<file path="src/design/max_tracking_two_stack_queue_defines.svh">
// Assertion macros for the max-tracking two-stack queue.
// Included by the modules that carry concurrent assertions; expects clk and arst_n in scope.
`ifndef MAX_TRACKING_TWO_STACK_QUEUE_DEFINES_SVH
`define MAX_TRACKING_TWO_STACK_QUEUE_DEFINES_SVH

// checked only outside reset
`define MTQ_CHECK(label, prop, msg) \
	label: assert property (@(posedge clk) disable iff (!arst_n) prop) else $error(msg);

// checked at every edge, reset included
`define MTQ_CHECK_ALWAYS(label, prop, msg) \
	label: assert property (@(posedge clk) prop) else $error(msg);

`endif

</file>
<file path="src/design/mtq_pkg.sv">
// Shared types and constants for the max-tracking two-stack queue.
// No dependencies.
package mtq_pkg;

	localparam int STACK_DEPTH = 16;
	localparam int CNT_W       = $clog2(STACK_DEPTH + 1);

	localparam logic [1:0] ST_OK        = 2'd0;
	localparam logic [1:0] ST_OVERFLOW  = 2'd1;
	localparam logic [1:0] ST_UNDERFLOW = 2'd2;

	localparam logic ACT_ENQ = 1'b0;
	localparam logic ACT_DEQ = 1'b1;

	typedef struct packed {
		logic              action;
		logic signed [31:0] value;
	} req_t;

	typedef struct packed {
		logic [1:0]         status;
		logic               queue_empty;
		logic signed [31:0] max_value;
	} rsp_t;

	typedef struct packed {
		logic signed [31:0] value;
		logic signed [31:0] maxv;
	} entry_t;

	typedef struct packed {
		logic push;
		logic pop;
	} cell_ctl_t;

endpackage

</file>
<file path="src/design/max_tracking_two_stack_queue.sv">
// Max-tracking FIFO queue from two shift-register stacks with running maxima.
// Uses mtq_pkg, mtq_cell and max_tracking_two_stack_queue_defines.svh.
//
// Usage:
//   req channel (req_valid, req_stall, req): action 0 enqueues req.value,
//   action 1 dequeues the oldest element. rsp channel (rsp_valid, rsp_stall,
//   rsp): one result per request with status, queue_empty and the maximum.
// Timing:
//   Enqueue, a failed operation, or a dequeue with a non-empty out-stack goes
//   to the done state, which loads the output register. A dequeue that finds
//   the out-stack empty passes first through the transfer state, where the N
//   in-stack elements move one per cycle onto the out-stack top, then the pop
//   state and the done state. Each element moves once.
//   The next request is taken once the result is in the output register.
// Reset:
//   arst_n clears both fill counts, the control state and rsp_valid.
//   Stack contents are not cleared; only slots below a count are read.
// Stall:
//   A stalled result holds in the output register; a following result
//   waits in its final state and req_stall stays high meanwhile.
`include "max_tracking_two_stack_queue_defines.svh"

module max_tracking_two_stack_queue
	import mtq_pkg::*;
(
	input  logic clk,
	input  logic arst_n,
	input  logic req_valid,
	output logic req_stall,
	input  req_t req,
	output logic rsp_valid,
	input  logic rsp_stall,
	output rsp_t rsp
);

	localparam logic [1:0] S_IDLE = 2'd0;
	localparam logic [1:0] S_XFER = 2'd1;
	localparam logic [1:0] S_POP  = 2'd2;
	localparam logic [1:0] S_DONE = 2'd3;

	logic [1:0]       state_q;
	logic [CNT_W-1:0] in_cnt_q;
	logic [CNT_W-1:0] out_cnt_q;
	logic [1:0]       status_q;
	logic             rsp_valid_q;
	rsp_t             rsp_q;

	entry_t    in_slot  [STACK_DEPTH];
	entry_t    out_slot [STACK_DEPTH];
	entry_t    in_new;
	entry_t    out_new;
	cell_ctl_t in_ctl;
	cell_ctl_t out_ctl;

	logic             req_take;
	logic             in_full;
	logic             in_any;
	logic             out_any;
	logic             rsp_load;
	logic signed [31:0] cur_max;
	logic [CNT_W:0]   total;

	assign req_stall = (state_q != S_IDLE);
	assign req_take  = req_valid && !req_stall;
	assign in_full   = (in_cnt_q == CNT_W'(STACK_DEPTH));
	assign in_any    = (in_cnt_q != '0);
	assign out_any   = (out_cnt_q != '0);
	assign total     = {1'b0, in_cnt_q} + {1'b0, out_cnt_q};

	always_comb begin
		in_new.value  = req.value;
		in_new.maxv   = (in_any && in_slot[0].maxv > req.value) ? in_slot[0].maxv : req.value;
		out_new.value = in_slot[0].value;
		out_new.maxv  = (out_any && out_slot[0].maxv > in_slot[0].value) ?
			out_slot[0].maxv : in_slot[0].value;

		in_ctl.push  = req_take && (req.action == ACT_ENQ) && !in_full;
		in_ctl.pop   = (state_q == S_XFER);
		out_ctl.push = (state_q == S_XFER);
		out_ctl.pop  = (req_take && (req.action == ACT_DEQ) && out_any) || (state_q == S_POP);
	end

	for (genvar i = 0; i < STACK_DEPTH; i++) begin : g_cells
		entry_t in_top, in_bot, out_top, out_bot;

		if (i == 0) begin : g_head
			assign in_top  = in_new;
			assign out_top = out_new;
		end else begin : g_body
			assign in_top  = in_slot[i-1];
			assign out_top = out_slot[i-1];
		end

		if (i == STACK_DEPTH - 1) begin : g_tail
			assign in_bot  = in_slot[i];
			assign out_bot = out_slot[i];
		end else begin : g_inner
			assign in_bot  = in_slot[i+1];
			assign out_bot = out_slot[i+1];
		end

		mtq_cell u_in_cell (
			.clk         (clk),
			.ctl         (in_ctl),
			.from_top    (in_top),
			.from_bottom (in_bot),
			.slot        (in_slot[i])
		);

		mtq_cell u_out_cell (
			.clk         (clk),
			.ctl         (out_ctl),
			.from_top    (out_top),
			.from_bottom (out_bot),
			.slot        (out_slot[i])
		);
	end

	always_comb begin
		priority if (in_any && out_any) begin
			cur_max = (in_slot[0].maxv > out_slot[0].maxv) ? in_slot[0].maxv : out_slot[0].maxv;
		end else if (in_any) begin
			cur_max = in_slot[0].maxv;
		end else if (out_any) begin
			cur_max = out_slot[0].maxv;
		end else begin
			cur_max = '0;
		end
	end

	assign rsp_load = (state_q == S_DONE) && (!rsp_valid_q || !rsp_stall);

	always_ff @(posedge clk or negedge arst_n) begin
		if (!arst_n) begin
			state_q   <= S_IDLE;
			in_cnt_q  <= '0;
			out_cnt_q <= '0;
			status_q  <= ST_OK;
		end else begin
			unique case (state_q)
				S_IDLE: begin
					if (req_take) begin
						state_q  <= S_DONE;
						status_q <= ST_OK;
						if (req.action == ACT_ENQ) begin
							if (in_full) begin
								status_q <= ST_OVERFLOW;
							end else begin
								in_cnt_q <= in_cnt_q + 1'b1;
							end
						end else if (!in_any && !out_any) begin
							status_q <= ST_UNDERFLOW;
						end else if (!out_any) begin
							state_q <= S_XFER;
						end else begin
							out_cnt_q <= out_cnt_q - 1'b1;
						end
					end
				end
				S_XFER: begin
					in_cnt_q  <= in_cnt_q - 1'b1;
					out_cnt_q <= out_cnt_q + 1'b1;
					if (in_cnt_q == CNT_W'(1)) begin
						state_q <= S_POP;
					end
				end
				S_POP: begin
					out_cnt_q <= out_cnt_q - 1'b1;
					state_q   <= S_DONE;
				end
				S_DONE: begin
					if (rsp_load) begin
						state_q <= S_IDLE;
					end
				end
				default: state_q <= S_IDLE;
			endcase
		end
	end

	always_ff @(posedge clk or negedge arst_n) begin
		if (!arst_n) begin
			rsp_valid_q <= 1'b0;
		end else if (rsp_load) begin
			rsp_valid_q <= 1'b1;
		end else if (!rsp_stall) begin
			rsp_valid_q <= 1'b0;
		end
	end

	always_ff @(posedge clk) begin
		if (rsp_load) begin
			rsp_q.status      <= status_q;
			rsp_q.queue_empty <= !in_any && !out_any;
			rsp_q.max_value   <= cur_max;
		end
	end

	assign rsp_valid = rsp_valid_q;
	assign rsp       = rsp_q;

	`MTQ_CHECK(a_cnt_bound,
		(in_cnt_q <= CNT_W'(STACK_DEPTH)) && (out_cnt_q <= CNT_W'(STACK_DEPTH)),
		"stack fill count beyond depth")
	`MTQ_CHECK(a_xfer_src, (state_q == S_XFER) |-> in_any, "transfer with empty in-stack")
	`MTQ_CHECK(a_xfer_keep, (state_q == S_XFER) |=> (total == $past(total)),
		"element count changed during transfer")
	`MTQ_CHECK(a_empty_max, (rsp_valid && rsp.queue_empty) |-> (rsp.max_value == 0),
		"empty queue reports nonzero maximum")

endmodule

</file>
<file path="src/design/mtq_cell.sv">
// One stack slot: a value and its running maximum.
// Shifts toward the bottom on push and toward the top on pop. Uses mtq_pkg.
module mtq_cell
	import mtq_pkg::*;
(
	input  logic      clk,
	input  cell_ctl_t ctl,
	input  entry_t    from_top,
	input  entry_t    from_bottom,
	output entry_t    slot
);

	entry_t slot_q;

	always_ff @(posedge clk) begin
		priority if (ctl.push) begin
			slot_q <= from_top;
		end else if (ctl.pop) begin
			slot_q <= from_bottom;
		end else begin
			slot_q <= slot_q;
		end
	end

	assign slot = slot_q;

endmodule

</file>
<file path="config.mk">
export PLATFORM = sky130hd
export DESIGN_NAME = max_tracking_two_stack_queue
export DESIGN_NICKNAME = d
export VERILOG_FILES = /design/src/design/mtq_pkg.sv /design/src/design/max_tracking_two_stack_queue.sv /design/src/design/mtq_cell.sv
export VERILOG_INCLUDE_DIRS = /design/src /design/src/design
export SDC_FILE = /design/constraint.sdc
export NUM_CORES = 2
export LEC_CHECK = 0
export ABC_AREA = 1
export BUFFER_PORTS_ARGS = -buffer_cell sky130_fd_sc_hd__buf_2
export CORE_UTILIZATION = 25
export DETAILED_ROUTE_END_ITERATION = 10
export GPL_TIMING_DRIVEN = 0
export PLACE_DENSITY = 0.37
export SLEW_MARGIN = 20
export SYNTH_ARGS = -nofsm -noshare
export SYNTH_HDL_FRONTEND = slang
export SYNTH_HIERARCHICAL = 1
export SYNTH_SLANG_ARGS = --single-unit
</file>
<file path="constraint.sdc">
create_clock -name clk -period 4.92 [get_ports clk]
set_clock_uncertainty 0.1 [all_clocks]
set_input_delay 0.738 -clock clk [delete_from_list [all_inputs] [get_ports clk]]
set_output_delay 0.738 -clock clk [all_outputs]
set_load 0.02 [all_outputs]
</file>
==> impl_metrics.env <==
export IMPL_avgSynthCellArea_um2=9.68
export IMPL_start_util_pct=25.2
export IMPL_timing_rr_end="g_cells[0].u_out_cell/slot[23]$_DFFE_PP_"
export IMPL_fin_util_pct=29.1
export IMPL_setup_viol=0
export IMPL_status="finished clean"
export IMPL_drcViolationCount=0
export IMPL_synthCells=7565
export IMPL_hold_buffers=1
export IMPL_grt_setup_unrepaired="false"
export IMPL_finalCriticalPeriod_ns=3.55
export IMPL_drtPass1Iterations=8
export IMPL_post_cts_buffers=0
export IMPL_syn_area_mm2=0.0732
export IMPL_ioPinCount=74
export IMPL_slew_violations=0
export IMPL_finalCritPeriodShare_pct=72.1
export IMPL_root_buffer="clkbuf_16"
export IMPL_layout_nets=7994
export IMPL_dp_hpwl_um=156000
export IMPL_path_cells="inv_1, ha_1, nand4_1, nor3_1, nor4b_1, a21oi_1, clkbuf_1, nand4_1, nand2_1, nand2_1, nand2_1"
export IMPL_gp_congestion=0.831
export IMPL_multiInputGateArea_mm2=0.0219
export IMPL_grt_overflow_total=0
export IMPL_required_ns=5.38
export IMPL_whs_ns=0.0720
export IMPL_cts_repair_resized=0
export IMPL_syn_num_nets=7710
export IMPL_yosysWarnings=6
export IMPL_endpoint="g_cells[0].u_out_cell/slot[23]$_DFFE_PP_"
export IMPL_clock_sinks=1586
export IMPL_clk_latency_ns=0.83
export IMPL_die_h_um=543
export IMPL_cts_tree="yes"
export IMPL_worst_r2r_startpoint="g_cells[0].u_in_cell/slot[47]$_DFFE_PP_"
export IMPL_n_fill_cell=31021
export IMPL_die_w_um=543
export IMPL_cts_buffers=188
export IMPL_worst_setup_path_start_kind="register"
export IMPL_placed_area_mm2=0.0791
export IMPL_leakage_nw=36.5
export IMPL_grt_use_total_pct=13.7
export IMPL_clk_pin_slew_ns=0.06
export IMPL_reg2reg_slack_ns=1.37
export IMPL_finalHoldViolCount=0
export IMPL_crit_start="g_cells[0].u_in_cell/slot[47]$_DFFE_PP_"
export IMPL_max_freq_mhz=282
export IMPL_antenna_found_initial=1
export IMPL_clockBufferDepth=4
export IMPL_vias_per_cell=4.08
export IMPL_final_cell_area_mm2=0.0847
export IMPL_core_mm2=0.291
export IMPL_irDropWorstVdd_uv=398
export IMPL_syn_to_final_growth_pct=15.6
export IMPL_worstMarginPinSlew_ns=0.816
export IMPL_slowest_stage="edfxtp_1"
export IMPL_cp_max_fo=10
export IMPL_tns_ns=0
export IMPL_crit_type="register to register"
export IMPL_grt_start_max_net_pins=50
export IMPL_maxCapViolCount=0
export IMPL_dieArea_mm2=0.295
export IMPL_grt_pass1_wl_um=312000
export IMPL_reg2reg_depth=11
export IMPL_rows=198
export IMPL_vias=48507
export IMPL_cpMostUsedCell="nand2_1"
export IMPL_maxSlewHeadroom_pct=45.4
export IMPL_min_path_type="input port to register"
export IMPL_critPathArrivalTime_ns=4.01
export IMPL_wl_per_cell_um=17.1
export IMPL_grt_pass1_vias=48015
export IMPL_drt_iter0_markers=3551
export IMPL_cp_end_kind="register"
export IMPL_critPathMaxStageDelay_ns=0.75
export IMPL_final_layout_size_suffix_gt1_share_pct=9.88
export IMPL_htreeDepth=4
export IMPL_drt_total_wl_um=204000
export IMPL_regArea_mm2=0.0476
export IMPL_power_density_mw_per_mm2=743
export IMPL_final_antenna_net_count=0
export IMPL_io_buffers=73
-- placed cells by master (no fill, tap or decap), drive strengths merged --
cell type and n:
fa 1, o21ai 23, diode 1, a21oi 54, xor2 7, nand3 47
or2 33, nor4b 1, nor2 20, clkinv 102, nor4 5, o21a 6
edfxtp 1571, buf 475, ha 107, inv 219, nor3 4, dlygate4sd3 1
a21o 1, bufinv 6, nand4 106, o21bai 1, clkbuf 250, o221ai 1
a31oi 1, o211ai 1, o22ai 33, dfrtp 15, nand3b 2, clkinvlp 2
xnor2 3, nand2 4894, o31ai 3, mux2 1
-- how the worst min path moves through the flow --
stage,from,to,cells after the start
4_1_cts,req[32],status_q[0]$_DFFE_PN0P_,2
6_report,req[32],status_q[0]$_DFFE_PN0P_,2
5_1_grt,req[32],status_q[0]$_DFFE_PN0P_,2
2_1_floorplan,status_q[0]$_DFFE_PN0P_,rsp[33]$_DFFE_PP_,0
3_3_place_gp,status_q[0]$_DFFE_PN0P_,rsp[33]$_DFFE_PP_,0
3_5_place_dp,status_q[0]$_DFFE_PN0P_,rsp[33]$_DFFE_PP_,0
-- per-stage QoR --
stage                     total power [W]  worst slack (ns)  std cells
after global routing               0.0678              1.26      11897
after CTS                          0.0640              1.32      11896
after detailed placement           0.0506              1.29      11558
after global placement             0.0498             -1.05      11538
final                              0.0629              1.37      11897
after floorplan                    0.0420              1.28       7565
-- flip-flops by register name (all words and copies together), names as in the netlist --
signal and flops:
out_cnt_q 5, rsp_valid 1, rsp 35, status_q 2, g_cells.u_in_cell/slot 1024, state_q 2, g_cells.u_out_cell/slot 512, in_cnt_q 5
-- critical path: cells and delay by family (launching register included) --
family,cells,cell delay (ns)
compound gates,1,0.38
fa+ha+maj,1,0.34
buf+inv,2,0.42
flops,1,0.75
simple gates,7,1.31
-- report_power, final --
group / internal, W / switching [W] / total (W)
clock network: 0.00741 / 0.00554 / 0.0129
logic: 0.00626 / 0.0129 / 0.0191
registers: 0.0256 / 0.00522 / 0.0308
-- per-layer routing --
layer	GRT usage, %	part of all wire (%)
met3	1.70	4.3
met2	20.0	41
met1	20.2	50
met4	6.19	4.8
met5	0	0
-- area by class of cell --
cell class / count / share of cell area [%]
Sequential cell: 1586 / 56.1
Multi-Input combinational cell: 5355 / 25.9
Clock buffer: 234 / 5.86
Tap cell: 3900 / 5.76
Buffer: 398 / 3.55
Timing Repair Buffer: 94 / 1.07
Inverter: 226 / 1.00
Clock inverter: 103 / 0.737
Antenna cell: 1 / 0.00295
Note: power is estimated with default switching activity, not from simulation.
